===== config.mk =====
export PLATFORM = sky130hd
export DESIGN_NAME = virtio_mmio_transport_registers_core
export DESIGN_NICKNAME = d
export VERILOG_FILES = /design/src/hw/rtl/vmmio_pkg.sv /design/src/hw/rtl/vmmio_ctrl.sv /design/src/hw/rtl/vmmio_datapath.sv /design/src/hw/rtl/virtio_mmio_transport_registers_core.sv
export SDC_FILE = /design/constraint.sdc
export NUM_CORES = 1
export LEC_CHECK = 0
export ABC_CLOCK_PERIOD_IN_PS = 6200
export BUFFER_PORTS_ARGS = -buffer_cell sky130_fd_sc_hd__buf_2
export CAP_MARGIN = 20
export CORE_ASPECT_RATIO = 0.75
export CORE_MARGIN = 2
export CORE_UTILIZATION = 45
export CTS_CLUSTER_SIZE = 30
export DETAILED_ROUTE_END_ITERATION = 12
export PLACE_DENSITY_LB_ADDON = 0.08
export SLEW_MARGIN = 30
export SYNTH_ARGS = -nofsm -noshare
export SYNTH_HDL_FRONTEND = slang
export SYNTH_SLANG_ARGS = --single-unit

===== constraint.sdc =====
create_clock -name clock -period 6.2 [get_ports clock]
set_input_delay 1.86 -clock clock [delete_from_list [all_inputs] [get_ports clock]]
set_output_delay 1.86 -clock clock [all_outputs]
set_load 0.01 [all_outputs]

===== src/hw/rtl/vmmio_pkg.sv =====
// vmmio_pkg: shared types, codes and constants of the virtio-mmio register core
// no dependencies
`timescale 1ns / 1ps

package vmmio_pkg;

   localparam int NUM_QUEUES_DEF     = 2;
   localparam int MAX_QUEUE_SIZE_DEF = 256;

   localparam logic [31:0] MAGIC_VALUE   = 32'h7472_6976;
   localparam logic [31:0] VERSION_VALUE = 32'd2;
   localparam int          VERSION_1_BIT = 32;
   localparam logic [7:0]  ST_FEATURES_OK = 8'h08;

   // item kinds
   localparam logic [1:0] KIND_READ  = 2'd0;
   localparam logic [1:0] KIND_WRITE = 2'd1;
   localparam logic [1:0] KIND_RAISE = 2'd2;

   // configuration register indexes
   localparam logic [1:0] CSR_DEVICE_KIND  = 2'd0;
   localparam logic [1:0] CSR_OFFERED      = 2'd1;
   localparam logic [1:0] CSR_SIZE_LIMIT   = 2'd2;

   // register offsets
   localparam logic [7:0] OFF_MAGIC      = 8'h00;
   localparam logic [7:0] OFF_VERSION    = 8'h04;
   localparam logic [7:0] OFF_DEVICE_ID  = 8'h08;
   localparam logic [7:0] OFF_DEV_FEAT   = 8'h10;
   localparam logic [7:0] OFF_DEV_PAGE   = 8'h14;
   localparam logic [7:0] OFF_DRV_FEAT   = 8'h20;
   localparam logic [7:0] OFF_DRV_PAGE   = 8'h24;
   localparam logic [7:0] OFF_QUEUE_SEL  = 8'h30;
   localparam logic [7:0] OFF_QUEUE_MAX  = 8'h34;
   localparam logic [7:0] OFF_QUEUE_NUM  = 8'h38;
   localparam logic [7:0] OFF_QUEUE_RDY  = 8'h44;
   localparam logic [7:0] OFF_NOTIFY     = 8'h50;
   localparam logic [7:0] OFF_INT_STATUS = 8'h60;
   localparam logic [7:0] OFF_INT_ACK    = 8'h64;
   localparam logic [7:0] OFF_STATUS     = 8'h70;
   localparam logic [7:0] OFF_DESC_LO    = 8'h80;
   localparam logic [7:0] OFF_DESC_HI    = 8'h84;
   localparam logic [7:0] OFF_AVAIL_LO   = 8'h90;
   localparam logic [7:0] OFF_AVAIL_HI   = 8'h94;
   localparam logic [7:0] OFF_USED_LO    = 8'hA0;
   localparam logic [7:0] OFF_USED_HI    = 8'hA4;

   // command from controller to datapath
   typedef struct packed {
      logic execute;
      logic capture;
   } cmd_type;

endpackage


===== src/hw/rtl/vmmio_ctrl.sv =====
// vmmio_ctrl: handshake controller, one item in flight
// depends on vmmio_pkg
`timescale 1ns / 1ps

module vmmio_ctrl
   import vmmio_pkg::*;
(
   input  logic    clock,
   input  logic    reset,
   input  logic    req_valid,
   output logic    req_ready,
   output logic    rsp_valid,
   input  logic    rsp_ready,
   output cmd_type cmd
);

   localparam logic ST_IDLE = 1'b0;
   localparam logic ST_HOLD = 1'b1;

   logic state_ff, state_in;
   logic take;
   logic give;

   assign rsp_valid = (state_ff == ST_HOLD);
   assign give      = rsp_valid && rsp_ready;
   // a new beat may enter while the held result leaves
   assign req_ready = (state_ff == ST_IDLE) || rsp_ready;
   assign take      = req_valid && req_ready;

   assign cmd.execute = take;
   assign cmd.capture = take;

   always_comb begin
      state_in = state_ff;
      if (take) begin
         state_in = ST_HOLD;
      end else if (give) begin
         state_in = ST_IDLE;
      end
   end

   always_ff @(posedge clock) begin
      if (reset) begin
         state_ff <= ST_IDLE;
      end else begin
         state_ff <= state_in;
      end
   end

`ifndef SYNTHESIS
   a_hold_stall: assert property (@(posedge clock) disable iff (reset)
      rsp_valid && !rsp_ready |=> rsp_valid) else $error("result dropped");
   a_take_valid: assert property (@(posedge clock) disable iff (reset)
      take |=> rsp_valid) else $error("no result after beat");
   a_ready_free: assert property (@(posedge clock) disable iff (reset)
      !rsp_valid |-> req_ready) else $error("idle but not ready");
`endif

endmodule


===== src/hw/rtl/vmmio_datapath.sv =====
// vmmio_datapath: transport registers, decode and result register
// depends on vmmio_pkg
`timescale 1ns / 1ps

module vmmio_datapath
   import vmmio_pkg::*;
#(
   parameter int NUM_QUEUES     = NUM_QUEUES_DEF,
   parameter int MAX_QUEUE_SIZE = MAX_QUEUE_SIZE_DEF
) (
   input  logic        clock,
   input  logic        reset,
   input  cmd_type     cmd,
   input  logic [1:0]  req_kind,
   input  logic [7:0]  req_offset,
   input  logic [31:0] req_write_data,
   input  logic        csr_write_enable,
   input  logic [1:0]  csr_index,
   input  logic [63:0] csr_write_data,
   output logic [31:0] rsp_read_data,
   output logic        rsp_notify_valid,
   output logic [15:0] rsp_notify_queue,
   output logic        rsp_interrupt_pending
);

   localparam int QW = (NUM_QUEUES > 1) ? $clog2(NUM_QUEUES) : 1;
   localparam logic [15:0] MAX_SZ = 16'(MAX_QUEUE_SIZE);

   logic [7:0]  device_kind_ff;
   logic [63:0] offered_ff;
   logic [8:0]  size_limit_ff;

   logic [7:0]  status_ff, status_in;
   logic        offer_page_ff, offer_page_in;
   logic        accept_page_ff, accept_page_in;
   logic [63:0] accepted_ff, accepted_in;
   logic [15:0] sel_ff, sel_in;
   logic [15:0] qlen_ff  [NUM_QUEUES];
   logic [15:0] qlen_in  [NUM_QUEUES];
   logic        qlive_ff [NUM_QUEUES];
   logic        qlive_in [NUM_QUEUES];
   logic [63:0] desc_ff  [NUM_QUEUES];
   logic [63:0] desc_in  [NUM_QUEUES];
   logic [63:0] avail_ff [NUM_QUEUES];
   logic [63:0] avail_in [NUM_QUEUES];
   logic [63:0] used_ff  [NUM_QUEUES];
   logic [63:0] used_in  [NUM_QUEUES];
   logic [1:0]  int_ff, int_in;

   logic [31:0] rd_ff, rd_in;
   logic        nv_ff, nv_in;
   logic [15:0] nq_ff, nq_in;

   logic        q_ok;
   logic [QW-1:0] q;
   logic [15:0] cap;
   logic        aligned;
   logic        wr;
   logic [7:0]  s_new;
   logic        feat_ok;

   always_comb begin
      q_ok = (sel_ff < 16'(NUM_QUEUES));
      q    = q_ok ? sel_ff[QW-1:0] : '0;
      cap  = ({7'd0, size_limit_ff} > MAX_SZ) ? MAX_SZ : {7'd0, size_limit_ff};
      aligned = (req_offset[1:0] == 2'b00);
      wr = cmd.execute && (req_kind == KIND_WRITE) && aligned;
      feat_ok = ((accepted_ff & ~offered_ff) == 64'd0) && accepted_ff[VERSION_1_BIT];
      s_new = req_write_data[7:0];
      if (!feat_ok) begin
         s_new = s_new & ~ST_FEATURES_OK;
      end
   end

   always_comb begin
      status_in      = status_ff;
      offer_page_in  = offer_page_ff;
      accept_page_in = accept_page_ff;
      accepted_in    = accepted_ff;
      sel_in         = sel_ff;
      qlen_in        = qlen_ff;
      qlive_in       = qlive_ff;
      desc_in        = desc_ff;
      avail_in       = avail_ff;
      used_in        = used_ff;
      int_in         = int_ff;
      rd_in          = 32'd0;
      nv_in          = 1'b0;
      nq_in          = 16'd0;
      if (cmd.execute && (req_kind == KIND_READ) && aligned) begin
         unique case (req_offset)
            OFF_MAGIC:      rd_in = MAGIC_VALUE;
            OFF_VERSION:    rd_in = VERSION_VALUE;
            OFF_DEVICE_ID:  rd_in = {24'd0, device_kind_ff};
            OFF_DEV_FEAT:   rd_in = offer_page_ff ? offered_ff[63:32] : offered_ff[31:0];
            OFF_QUEUE_MAX:  rd_in = q_ok ? {16'd0, cap} : 32'd0;
            OFF_QUEUE_RDY:  rd_in = q_ok ? {31'd0, qlive_ff[q]} : 32'd0;
            OFF_INT_STATUS: rd_in = {30'd0, int_ff};
            OFF_STATUS:     rd_in = {24'd0, status_ff};
            default:        rd_in = 32'd0;
         endcase
      end
      if (cmd.execute && (req_kind == KIND_RAISE)) begin
         int_in = int_ff | req_write_data[1:0];
      end
      if (wr) begin
         unique case (req_offset)
            OFF_NOTIFY: begin
               nv_in = 1'b1;
               nq_in = req_write_data[15:0];
            end
            OFF_DEV_PAGE:  offer_page_in = req_write_data[0];
            OFF_DRV_FEAT: begin
               if (accept_page_ff) accepted_in[63:32] = req_write_data;
               else accepted_in[31:0] = req_write_data;
            end
            OFF_DRV_PAGE:  accept_page_in = req_write_data[0];
            OFF_QUEUE_SEL: sel_in = req_write_data[15:0];
            OFF_QUEUE_NUM: begin
               if (q_ok && req_write_data != 32'd0 && req_write_data <= {16'd0, cap})
                  qlen_in[q] = req_write_data[15:0];
            end
            OFF_QUEUE_RDY: if (q_ok) qlive_in[q] = req_write_data[0];
            OFF_INT_ACK:   int_in = int_ff & ~req_write_data[1:0];
            OFF_STATUS: begin
               if (req_write_data == 32'd0) begin
                  // device reset
                  status_in      = 8'd0;
                  offer_page_in  = 1'b0;
                  accept_page_in = 1'b0;
                  accepted_in    = 64'd0;
                  sel_in         = 16'd0;
                  int_in         = 2'd0;
                  for (int i = 0; i < NUM_QUEUES; i++) begin
                     qlen_in[i]  = 16'd0;
                     qlive_in[i] = 1'b0;
                     desc_in[i]  = 64'd0;
                     avail_in[i] = 64'd0;
                     used_in[i]  = 64'd0;
                  end
               end else begin
                  status_in = s_new;
               end
            end
            OFF_DESC_LO:  if (q_ok) desc_in[q][31:0]   = req_write_data;
            OFF_DESC_HI:  if (q_ok) desc_in[q][63:32]  = req_write_data;
            OFF_AVAIL_LO: if (q_ok) avail_in[q][31:0]  = req_write_data;
            OFF_AVAIL_HI: if (q_ok) avail_in[q][63:32] = req_write_data;
            OFF_USED_LO:  if (q_ok) used_in[q][31:0]   = req_write_data;
            OFF_USED_HI:  if (q_ok) used_in[q][63:32]  = req_write_data;
            default: ;
         endcase
      end
   end

   always_ff @(posedge clock) begin
      if (reset) begin
         device_kind_ff <= 8'd0;
         offered_ff     <= 64'h1_0000_0000;
         size_limit_ff  <= 9'd256;
         status_ff      <= 8'd0;
         offer_page_ff  <= 1'b0;
         accept_page_ff <= 1'b0;
         accepted_ff    <= 64'd0;
         sel_ff         <= 16'd0;
         int_ff         <= 2'd0;
         for (int i = 0; i < NUM_QUEUES; i++) begin
            qlen_ff[i]  <= 16'd0;
            qlive_ff[i] <= 1'b0;
            desc_ff[i]  <= 64'd0;
            avail_ff[i] <= 64'd0;
            used_ff[i]  <= 64'd0;
         end
      end else begin
         if (csr_write_enable) begin
            unique case (csr_index)
               CSR_DEVICE_KIND: device_kind_ff <= csr_write_data[7:0];
               CSR_OFFERED:     offered_ff     <= csr_write_data;
               CSR_SIZE_LIMIT:  size_limit_ff  <= csr_write_data[8:0];
               default: ;
            endcase
         end
         status_ff      <= status_in;
         offer_page_ff  <= offer_page_in;
         accept_page_ff <= accept_page_in;
         accepted_ff    <= accepted_in;
         sel_ff         <= sel_in;
         int_ff         <= int_in;
         qlen_ff        <= qlen_in;
         qlive_ff       <= qlive_in;
         desc_ff        <= desc_in;
         avail_ff       <= avail_in;
         used_ff        <= used_in;
      end
   end

   // result register, loaded per accepted beat
   always_ff @(posedge clock) begin
      if (cmd.capture) begin
         rd_ff <= rd_in;
         nv_ff <= nv_in;
         nq_ff <= nq_in;
      end
   end

   assign rsp_read_data         = rd_ff;
   assign rsp_notify_valid      = nv_ff;
   assign rsp_notify_queue      = nq_ff;
   assign rsp_interrupt_pending = (int_ff != 2'd0);

`ifndef SYNTHESIS
   a_qlen_cap: assert property (@(posedge clock) disable iff (reset)
      wr && req_offset == OFF_QUEUE_NUM && req_write_data == 32'd0
      |=> $stable(qlen_ff[0])) else $error("zero queue size taken");
   a_nq_zero: assert property (@(posedge clock) disable iff (reset)
      cmd.capture && !nv_in |-> nq_in == 16'd0) else $error("stray notify queue");
   a_clear: assert property (@(posedge clock) disable iff (reset)
      wr && req_offset == OFF_STATUS && req_write_data == 32'd0
      |=> status_ff == 8'd0 && int_ff == 2'd0) else $error("device reset incomplete");
`endif

endmodule


===== src/hw/rtl/virtio_mmio_transport_registers_core.sv =====
// channel | dir | ports
// req     | in  | req_valid req_ready req_kind req_offset req_write_data
// rsp     | out | rsp_valid rsp_ready rsp_read_data rsp_notify_* rsp_interrupt_pending
// csr     | in  | csr_write_enable csr_index csr_write_data
// one beat per cycle unless rsp stalls; a result appears the cycle after its beat,
// set by the single result register; a new beat is taken as the held result leaves.
// reset is synchronous and clears all transport state; a stalled rsp holds.
// depends on vmmio_pkg, vmmio_ctrl, vmmio_datapath
`timescale 1ns / 1ps

module virtio_mmio_transport_registers_core
   import vmmio_pkg::*;
#(
   parameter int NUM_QUEUES     = NUM_QUEUES_DEF,
   parameter int MAX_QUEUE_SIZE = MAX_QUEUE_SIZE_DEF
) (
   input  logic        clock,
   input  logic        reset,
   input  logic        req_valid,
   output logic        req_ready,
   input  logic [1:0]  req_kind,
   input  logic [7:0]  req_offset,
   input  logic [31:0] req_write_data,
   output logic        rsp_valid,
   input  logic        rsp_ready,
   output logic [31:0] rsp_read_data,
   output logic        rsp_notify_valid,
   output logic [15:0] rsp_notify_queue,
   output logic        rsp_interrupt_pending,
   input  logic        csr_write_enable,
   input  logic [1:0]  csr_index,
   input  logic [63:0] csr_write_data
);

   cmd_type cmd;

   vmmio_ctrl u_ctrl (
      .clock     (clock),
      .reset     (reset),
      .req_valid (req_valid),
      .req_ready (req_ready),
      .rsp_valid (rsp_valid),
      .rsp_ready (rsp_ready),
      .cmd       (cmd)
   );

   vmmio_datapath #(
      .NUM_QUEUES     (NUM_QUEUES),
      .MAX_QUEUE_SIZE (MAX_QUEUE_SIZE)
   ) u_dp (
      .clock                 (clock),
      .reset                 (reset),
      .cmd                   (cmd),
      .req_kind              (req_kind),
      .req_offset            (req_offset),
      .req_write_data        (req_write_data),
      .csr_write_enable      (csr_write_enable),
      .csr_index             (csr_index),
      .csr_write_data        (csr_write_data),
      .rsp_read_data         (rsp_read_data),
      .rsp_notify_valid      (rsp_notify_valid),
      .rsp_notify_queue      (rsp_notify_queue),
      .rsp_interrupt_pending (rsp_interrupt_pending)
   );

endmodule


==> results.ini, run 1 <==
[outcome]
status=finished, final reports clean

[flow_run]
maxCapViolations=0

[power]
peakVddDrop_mv=0.150
sw_frac_of_total_pct=22.9
cellPowerDensity_nw_per_um2=270
p_leak_uw=0.00414
seqPwrFrac_pct=51.3
p_clk_share_pct=42.8
switching_power_uw=693
comb_power_share_pct=6.0
p_int_uw=2340

[clocking]
cts_tree=done
clk_pin_slew_ps=60
cts_setup_buffers=0
clock_latency_ps=510
cts-root-buf=clkbuf_16
cts_resized=0
cts_inserted_buffers=23
ctsHoldBuffers=0
htree_levels=1
cts_buffer_depth=3
clock-sinks=225

[setup_path]
crit_start=rsp_ready
critPathMaxStageDelay_ps=190
worstSetupStartpointType=primary input
cp_common_cell=buf_2
cp_slowest_cell=nand2b_1
critPathMaxFanout=5
arrival_ps=2310
path_class=in2out
cp-end-kind=output port
required_ps=4340
r2r-start=u_ctrl.rsp_valid
path_cells=buf_2 > nand2b_1 > buf_2

[floorplan]
dieArea_um2=22400
initial_core_util_pct=45.5
core_area_um2=21000
rows=46
dieHeight_um=130
die_x_um=172
num_io_pins=165

[synthesis]
postSynthCellCount=1101
yosys_register_bits=225
synth.avg_cell_area_um2=8.67
synth.yosys.warnings=0
synth_top_area_share_pct=36.9
synthesis.nets=1214
yosys-top-cells-area=dfxtp_1 (37%), edfxtp_1 (15%), nand2_1 (9.8%)
yosysUniqueCellTypes=48
syn_area_um2=9540
ys.flop_type=dfxtp_1
synth_top_area_cell=dfxtp_1
synth_edf_count=49
ys_seq_area_share_pct=52.4
postSynth.asyncResetShare_pct=0

[timing]
fin_skew_ps=12.4
fmaxAchievable_mhz=240
setup_tns_ps=0
layout_setup_ws_ps=2030
tightestPinTransition_ps=928
rsz0062_at_grt=no
slew_viol_final=0
whs_ps=453
setup_violations=0
period_share_pct=67.3
hold_viol=0
slew-limit-headroom_pct=38.1
min_period_ps=4170

[place]
hpwl_um=20900
place_ws_ps=1610
port-buffer-count=164
gp_congestion=0.865
place_area_um2=10500

[global_route]
grt_antenna_before_repair=1
grtUsageTotal_pct=25.8
grt_pass1_vias=7465
grt.busiest_layer=met1
met2_usage_pct=34.2
grt_overflow=0
grt_pass1_wl_um=43700
grt_max_degree=82
met1_usage_pct=42.9
use_met3_pct=4.28

[routing]
drtPass1Iterations=5
vias=8434
ant_nets=0
wl_per_cell_um=19.0
wirelength_um=29200
drtIter0Drc=830
post_drt_via_cell_ratio=5.49
drc=0

[cells_and_area]
nFillCells=2089
finalNetCount=1345
stdcell_area_um2=11200
drive_gt1_share_pct=17.9
area_growth_pct=17.7

[worst_hold_path]
min_path_type=reg2reg
min_from=u_dp.accepted_ff[11]

-- cell usage in the layout (no fill, tap or decap), types with 8 or more instances in the layout --
master,netlist,routed
o22ai_1,16,16
and2_1,35,34
nand2b_1,18,18
mux2i_1,57,57
nand2_1,249,249
buf_2,14,163
nand4_1,8,8
nand3_1,39,39
nor2_1,69,69
dfxtp_1,176,175
a21oi_1,142,142
clkbuf_1,48,10
inv_1,49,49
edfxtp_1,49,49
o21ai_0,22,22
nor4_1,14,14
nor3_1,10,10
clkbuf_16,0,23
buf_4,0,13
-- metrics by stage --
stage               util [%]  cells  power, uW
floorplan                  -   1101       1660
global placement        50.3   1495       1760
detailed placement      50.3   1495       1760
CTS                     53.6   1536       3050
global route            53.6   1537       3130
finish                  53.6   1537       3030
-- critical path: cells and delay by family --
kind	cells	cell delay (ps)
buf+inv	2	260
simple gates	1	190
-- synthesized netlist by cell type, drive strengths merged, types with 9 or more instances --
| library cell | number |
|---|---|
| a21oi | 142 |
| and2 | 35 |
| buf | 22 |
| clkbuf | 48 |
| dfxtp | 176 |
| edfxtp | 49 |
| inv | 49 |
| mux2i | 57 |
| nand2 | 249 |
| nand2b | 18 |
| nand3 | 39 |
| nand4 | 9 |
| nor2 | 69 |
| nor3 | 10 |
| nor4 | 15 |
| o21ai | 23 |
| o22ai | 16 |
-- logic make-up (layout without fill, tap and decap cells) --
logic type               count (synthesis)  after routing  share of synthesized area, %
AO/OA/AOI/OAI                          217            217                          12.9
AND/OR/NAND/NOR                        475            475                          22.9
other                                    0              1                             0
flip-flops                             225            225                          52.4
buffers and inverters                  119            266                          4.87
adder cells (fa/ha/maj)                  1              1                         0.105
multiplexers                            64             64                          6.81
-- power groups by stage --
stage	sequential, uW	combinational, uW	clock, uW
after floorplan	1580	81.6	0
after global placement	1580	179	0
after detailed placement	1580	181	0
after CTS	1550	181	1320
after global routing	1560	198	1380
final	1550	181	1300
-- state kept, by name, indices dropped and copies added (netlist names) --
register / count
u_dp.offer_page_ff: 1
u_dp.rsp_notify_valid: 1
u_dp.accept_page_ff: 1
u_dp.sel_ff: 16
u_ctrl.rsp_valid: 1
u_dp.rsp_read_data: 32
u_dp.qlive_ff: 2
u_dp.size_limit_ff: 9
u_dp.device_kind_ff: 8
u_dp.status_ff: 8
u_dp.offered_ff: 64
u_dp.rsp_notify_queue: 16
u_dp.int_ff: 2
u_dp.accepted_ff: 64
-- worst paths after layout --
check                           slack, ps                    to  depth (start not counted)
worst max-delay path                 2030             req_ready                          3
worst min-delay path                  450  u_dp.accepted_ff[11]                          2
worst max register to register       3840  u_dp.accepted_ff[61]                          6
worst min register to register        450  u_dp.accepted_ff[11]                          2
-- area by class of cell --
class                           instances  area, um2  share of cell area, %
Antenna cell                            1       2.50                 0.0223
Tap cell                              288        360                   3.21
Sequential cell                       225       5000                   44.5
Clock buffer                           34        627                   5.58
Timing Repair Buffer                  176        913                   8.13
Clock inverter                          7       61.3                  0.546
Inverter                               49        184                   1.64
Multi-Input combinational cell        757       4090                   36.4
-- layer usage --
metal	vias to the layer above	wire, um
met2	318	11300
met3	39	2510
met4	0	537
met5	-	0
li1	4044	-
met1	4033	14800
No activity file was read; power rests on OpenSTA's default activity.
==> run 2: changes to the inputs <==
--- a/config.mk
+++ b/config.mk
@@ -5,7 +5,7 @@
 export SDC_FILE = /design/constraint.sdc
 export NUM_CORES = 1
 export LEC_CHECK = 0
-export ABC_CLOCK_PERIOD_IN_PS = 6200
+export ABC_CLOCK_PERIOD_IN_PS = 3550
 export BUFFER_PORTS_ARGS = -buffer_cell sky130_fd_sc_hd__buf_2
 export CAP_MARGIN = 20
 export CORE_ASPECT_RATIO = 0.75
==> constraint.sdc (replaced) <==
create_clock -name clock -period 3.55 [get_ports clock]
set_input_delay 1.065 -clock clock [delete_from_list [all_inputs] [get_ports clock]]
set_output_delay 1.065 -clock clock [all_outputs]
set_load 0.01 [all_outputs]
==> results.ini, run 2 (synthesis results as in run 1) <==
[global_route]
grt_pass1_vias=7463  ; was 7,465
grt_overflow=0  ; unchanged
grt_pass1_wl_um=44400  ; was 43,700 um
grtUsageTotal_pct=26.1  ; was 25.8%
grt_antenna_before_repair=0  ; was 1
grt_max_degree=77  ; was 82

[floorplan]
initial_core_util_pct=45.5  ; unchanged
rows=46  ; unchanged
die_x_um=172  ; unchanged
num_io_pins=165  ; unchanged
core_area_um2=21000  ; unchanged
dieHeight_um=130  ; unchanged
dieArea_um2=22400  ; unchanged

[cells_and_area]
n_antenna_cell=0  ; was 1
area_growth_pct=20.1  ; was 17.7%
layout_common_cells=nand2_1 (249), dfxtp_1 (175), buf_2 (163)  ; unchanged
finalNetCount=1355  ; was 1,345
final_common_cell=nand2_1  ; unchanged
drive_gt1_share_pct=19.2  ; was 17.9%
finish.utilization_pct=54.7  ; was 53.6%

[routing]
drtPass1Iterations=5  ; unchanged
wl_per_cell_um=19.0  ; about the same
drc=0  ; unchanged
vias=8343  ; was 8,434
drtIter0Drc=736  ; was 830
post_drt_via_cell_ratio=5.40  ; was 5.49
wirelength_um=29300  ; was 29,200 um
ant_nets=0  ; unchanged

[setup_path]
required_ps=3990  ; was 4340 ps
critPathMaxFanout=7  ; was 5
path_class=in2reg  ; was in2out
crit_buf_inv=1  ; was 2
critPathMaxStageDelay_ps=540  ; was 190 ps
arrival_ps=3170  ; was 2310 ps
cp-end-kind=flip-flop  ; was output port
worstSetupStartpointType=primary input  ; unchanged
path_cells=buf_2 > nor4_1 > nand4_1 > o21ai_2 > nand2_1 > or4_1 > a21oi_1  ; was buf_2 > nand2b_1 > buf_2
cp_slowest_cell=or4_1  ; was nand2b_1
crit_family=simple AND/OR/NAND/NOR gates  ; was buffers and inverters

[clocking]
cts_tree=done  ; unchanged
cts_setup_buffers=0  ; unchanged
cts_resized=0  ; unchanged
clock-sinks=225  ; unchanged
cts_inserted_buffers=23  ; unchanged
cts-root-buf=clkbuf_16  ; unchanged
clock_latency_ps=510  ; about the same
clk_pin_slew_ps=60  ; about the same
ctsHoldBuffers=0  ; unchanged
cts_buffer_depth=3  ; unchanged
htree_levels=1  ; unchanged

[timing]
fin_skew_ps=14.2  ; was 12.4 ps
setup_violations=0  ; unchanged
slew-limit-headroom_pct=53.4  ; was 38.1%
period_share_pct=76.8
fmaxAchievable_mhz=367
hold_viol=0  ; unchanged
tightestPinTransition_ps=699  ; was 928 ps
slew_viol_final=0  ; unchanged
whs_ps=450  ; was 453 ps
rsz0062_at_grt=no  ; unchanged
min_period_ps=2730
setup_tns_ps=0  ; unchanged

[place]
port-buffer-count=164  ; unchanged
gp_congestion=0.893  ; was 0.865
hpwl_um=21100  ; was 20,900 um

[power]
p_clk_share_pct=44.9  ; was 42.8%
peakVddDrop_mv=0.290  ; was 0.150 mV
sw_frac_of_total_pct=22.9  ; about the same
p_int_uw=4250  ; was 2340 uW
comb_power_share_pct=5.9  ; was 6.0%
fin_total_pwr_uw=5510  ; was 3030 uW
p_leak_uw=0.00426  ; was 0.00414 uW
seqPwrFrac_pct=49.2  ; was 51.3%
cellPowerDensity_nw_per_um2=481  ; was 270 nW/um2
switching_power_uw=1260  ; was 693 uW

[worst_hold_path]
min_path_type=reg2reg  ; unchanged

[outcome]
status=finished, final reports clean  ; unchanged

[flow_run]
maxCapViolations=0  ; unchanged

[run 2: changes by cell type in the layout (fill, tap and decap cells not counted)]
cell	before	now
clkinv_4	0	1
clkbuf_8	1	5
buf_12	0	5
clkbuf_1	10	2
clkbuf_16	23	25
clkinv_2	4	5
and3b_2	0	1
diode_2	1	0
and3b_4	1	0
clkinv_1	1	0
buf_4	13	18
inv_4	0	1
[run 2: layout make-up]
class | count | area [um2]
fill | 2091 | 9500
clock inverter | 9 | 77.6
multi-input combinational | 757 | 4080
clock buffer | 32 | 702
timing repair buffer | 186 | 1050
inverter | 49 | 184
tap | 288 | 360
sequential | 225 | 5000
[run 2: metrics by stage]
step | worst slack, ps | area, um2 | cells
3_3_place_gp | 358 | 10700 | 1505
2_1_floorplan | 9.44 | 9540 | 1101
3_5_place_dp | 349 | 10700 | 1505
5_1_grt | 685 | 11500 | 1546
4_1_cts | 864 | 11500 | 1546
6_report | 822 | 11500 | 1546
[run 2: power groups by stage]
stage | clock network (uW) | registers (uW) | logic (uW)
6_report | 2480 | 2710 | 325
3_5_place_dp | 0 | 2770 | 324
5_1_grt | 2620 | 2720 | 357
2_1_floorplan | 0 | 2770 | 143
3_3_place_gp | 0 | 2770 | 322
4_1_cts | 2510 | 2710 | 326
[run 2: final timing paths]
kind	endpoint	startpoint	depth (start not counted)	slack [ps]
setup / recovery	u_dp.accept_page_ff	req_write_data[16]	7	820
hold / removal	u_dp.accepted_ff[38]	u_dp.accepted_ff[38]	2	450
setup reg to reg	u_dp.status_ff[3]	u_dp.offered_ff[47]	6	1380
hold reg to reg	u_dp.accepted_ff[38]	u_dp.accepted_ff[38]	2	450
[run 2: metal layers]
metal | global-route usage, % | wire length, um
met2 | 34.3 | 11300
met5 | 0 | 0
met3 | 5.73 | 2650
met4 | 4.20 | 399
met1 | 43.1 | 14900
[run 2: worst min-delay path: stages, from the launching register on]
cell     delay (ps)
dfxtp_1         310
nand2_1          50
a21oi_1          50
==> run 3: changes to the inputs <==
--- a/config.mk
+++ b/config.mk
@@ -5,7 +5,8 @@
 export SDC_FILE = /design/constraint.sdc
 export NUM_CORES = 1
 export LEC_CHECK = 0
-export ABC_CLOCK_PERIOD_IN_PS = 3550
+export ABC_AREA = 1
+export ABC_CLOCK_PERIOD_IN_PS = 2800
 export BUFFER_PORTS_ARGS = -buffer_cell sky130_fd_sc_hd__buf_2
 export CAP_MARGIN = 20
 export CORE_ASPECT_RATIO = 0.75
==> constraint.sdc (replaced) <==
create_clock -name clock -period 2.8 [get_ports clock]
set_input_delay 0.84 -clock clock [delete_from_list [all_inputs] [get_ports clock]]
set_output_delay 0.84 -clock clock [all_outputs]
set_load 0.01 [all_outputs]
==> results.ini, run 3 <==
[floorplan]
initial_core_util_pct=46.2  ; was 45.5%
core_area_um2=22200  ; was 21,000 um2
num_io_pins=165  ; unchanged
die_x_um=179  ; was 172 um
dieArea_um2=24100  ; was 22,400 um2
rows=47  ; was 46
dieHeight_um=135  ; was 130 um

[place]
place_area_um2=11500  ; was 10,700 um2
hpwl_um=23400  ; was 21,100 um
dp.cells=1855  ; was 1,505
gp_congestion=0.888  ; was 0.893
port-buffer-count=164  ; unchanged
place_ws_ps=132  ; was 349 ps

[routing]
vias=9493  ; was 8,343
drc=0  ; unchanged
wl_per_cell_um=16.7  ; was 19.0 um
wirelength_um=31600  ; was 29,300 um
drtIter0Drc=997  ; was 736
post_drt_via_cell_ratio=5.00  ; was 5.40
ant_nets=0  ; unchanged
drtPass1Iterations=5  ; unchanged

[outcome]
status=finished, final reports clean  ; unchanged

[synthesis]
post-synth-top-count-cell=nand2_1  ; unchanged
ys_seq_area_share_pct=48.6  ; was 52.4%
synth_top_area_cell=dfxtp_1  ; unchanged
synth.avg_cell_area_um2=7.15  ; was 8.67 um2
yosys-top-cells-count=nand2_1 (340), nor2_1 (233), inv_1 (193), dfxtp_1 (176), o21ai_0 (129)  ; was nand2_1 (249), dfxtp_1 (176), a21oi_1 (142), nor2_1 (69), mux2i_1 (57)
postSynthCellCount=1437  ; was 1,101
ys.flop_type=dfxtp_1  ; unchanged
synth_edf_count=49  ; unchanged
syn_area_um2=10300  ; was 9540 um2
postSynth.asyncResetShare_pct=0  ; unchanged
synth.yosys.warnings=0  ; unchanged
synth_top_area_share_pct=34.3  ; was 36.9%
yosys-top-cells-area=dfxtp_1 (34%), edfxtp_1 (14%), nand2_1 (12%)  ; was dfxtp_1 (37%), edfxtp_1 (15%), nand2_1 (9.8%)
yosysUniqueCellTypes=37  ; was 48
yosys_register_bits=225  ; unchanged
synthesis.nets=1550  ; was 1,214

[timing]
slew-limit-headroom_pct=54.5  ; was 53.4%
slew_viol_final=0  ; unchanged
period_share_pct=78.0
rsz0062_at_grt=no  ; unchanged
layout_setup_ws_ps=615  ; was 822 ps
tightestPinTransition_ps=682  ; was 699 ps
setup_violations=0  ; unchanged
setup_tns_ps=0  ; unchanged
fin_skew_ps=11.4  ; was 14.2 ps
min_period_ps=2180
hold_viol=0  ; unchanged
fmaxAchievable_mhz=458

[clocking]
cts-root-buf=clkbuf_16  ; unchanged
cts_setup_buffers=0  ; unchanged
cts_resized=0  ; unchanged
cts_inserted_buffers=24  ; was 23
htree_levels=1  ; unchanged
cts_tree=done  ; unchanged
clock-sinks=225  ; unchanged
clock_latency_ps=520  ; was 510 ps
ctsHoldBuffers=0  ; unchanged
cts_buffer_depth=3  ; unchanged
clk_pin_slew_ps=60  ; about the same

[cells_and_area]
finalNetCount=1700  ; was 1,355
layout_common_cells=nand2_1 (339), nor2_1 (231), inv_1 (190)  ; was nand2_1 (249), dfxtp_1 (175), buf_2 (163)
drive_gt1_share_pct=17.0  ; was 19.2%
finish.cell_count_without_fillers=1899  ; was 1,546
stdcell_area_um2=12300  ; was 11,500 um2
final_common_cell=nand2_1  ; unchanged
area_growth_pct=19.4  ; was 20.1%

[setup_path]
path_class=in2reg  ; unchanged
arrival_ps=2600  ; was 3170 ps
cp-end-kind=flip-flop  ; unchanged
critPathMaxFanout=41  ; was 7
worstSetupStartpointType=primary input  ; unchanged
required_ps=3210  ; was 3990 ps

[global_route]
grt_pass1_wl_um=47900  ; was 44,400 um
grt_overflow=0  ; unchanged
grt_max_degree=104  ; was 77
grt_pass1_vias=8371  ; was 7,463
grt_antenna_before_repair=1  ; was 0
grtUsageTotal_pct=25.9  ; was 26.1%

[power]
fin_total_pwr_uw=7080  ; was 5510 uW
cellPowerDensity_nw_per_um2=577  ; was 481 nW/um2
p_clk_share_pct=44.2  ; was 44.9%
comb_power_share_pct=7.1  ; was 5.9%
sw_frac_of_total_pct=23.7  ; was 22.9%
p_int_uw=5410  ; was 4250 uW
seqPwrFrac_pct=48.7  ; was 49.2%
peakVddDrop_mv=0.370  ; was 0.290 mV
switching_power_uw=1680  ; was 1260 uW
p_leak_uw=0.00543  ; was 0.00426 uW

[worst_hold_path]
min_path_type=reg2reg  ; unchanged

[flow_run]
maxCapViolations=0  ; unchanged

## run 3: changes by cell type after synthesis, sizes merged, moves of 18 or more
| cell | before | now |
|---|---|---|
| nand4 | 9 | 30 |
| inv | 49 | 200 |
| mux2i | 57 | 0 |
| nor2 | 69 | 241 |
| a21oi | 142 | 123 |
| nand2b | 18 | 0 |
| o21ai | 23 | 133 |
| and2 | 35 | 1 |
| nand2 | 249 | 347 |
## run 3: through the flow
stage	utilization [%]	hold slack [ps]
6_report	55.2	461
5_1_grt	55.2	481
4_1_cts	55.2	459
3_5_place_dp	51.8	449
3_3_place_gp	51.8	446
2_1_floorplan	-	425
## run 3: metal layers
layer | part of all wire [%] | vias to the layer above | wire [um] | GRT usage [%]
met3 | 9.0 | 29 | 2850 | 4.59
met4 | 1.4 | 0 | 432 | 4.20
met2 | 39 | 339 | 12400 | 35.5
met5 | 0 | - | 0 | 0
met1 | 50 | 4285 | 15900 | 42.3
li1 | - | 4840 | - | -
## run 3: worst paths after layout
| path | slack (ps) | end | start | cells after the start |
|---|---|---|---|---|
| worst max register to register | 830 | u_dp.rsp_read_data[5] | u_dp.sel_ff[12] | 10 |
| worst max-delay path | 620 | u_dp.accepted_ff[3] | req_offset[1] | 13 |
| worst min register to register | 460 | u_dp.accepted_ff[33] | u_dp.accepted_ff[33] | 2 |
| worst min-delay path | 460 | u_dp.accepted_ff[33] | u_dp.accepted_ff[33] | 2 |
## run 3: cells by family (layout without fill, tap and decap cells)
logic type | count (synthesis) | count (layout) | share of synthesized area [%]
compound gates | 275 | 275 | 14.0
flops | 225 | 225 | 48.6
buf+inv | 272 | 439 | 10.4
other cells | 0 | 1 | 0
simple gates | 665 | 665 | 26.9
## run 3: area by class of cell
| type | count | area (um2) |
|---|---|---|
| Fill cell | 2181 | 9960 |
| Antenna cell | 1 | 2.50 |
| Timing Repair Buffer | 194 | 1110 |
| Clock buffer | 39 | 718 |
| Multi-Input combinational cell | 940 | 4250 |
| Tap cell | 294 | 368 |
| Clock inverter | 4 | 43.8 |
| Sequential cell | 225 | 4990 |
| Inverter | 202 | 781 |
## run 3: critical path, cell delays in order
cell and delay (ps):
buf_2 120, nor2_4 190, nand3_4 140, inv_4 130, nand2_4 100, clkinv_2 60
buf_4 270, o21ai_2 180, nand4_2 120, buf_12 220, nand2_1 80, nand2_1 60
nor2_1 50
## run 3: power groups by stage
stage | sequential, uW | combinational (uW) | clock, uW
after floorplan | 3520 | 238 | 0
after global placement | 3520 | 494 | 0
after detailed placement | 3520 | 497 | 0
after CTS | 3450 | 499 | 3170
after global routing | 3460 | 558 | 3290
final | 3450 | 502 | 3130
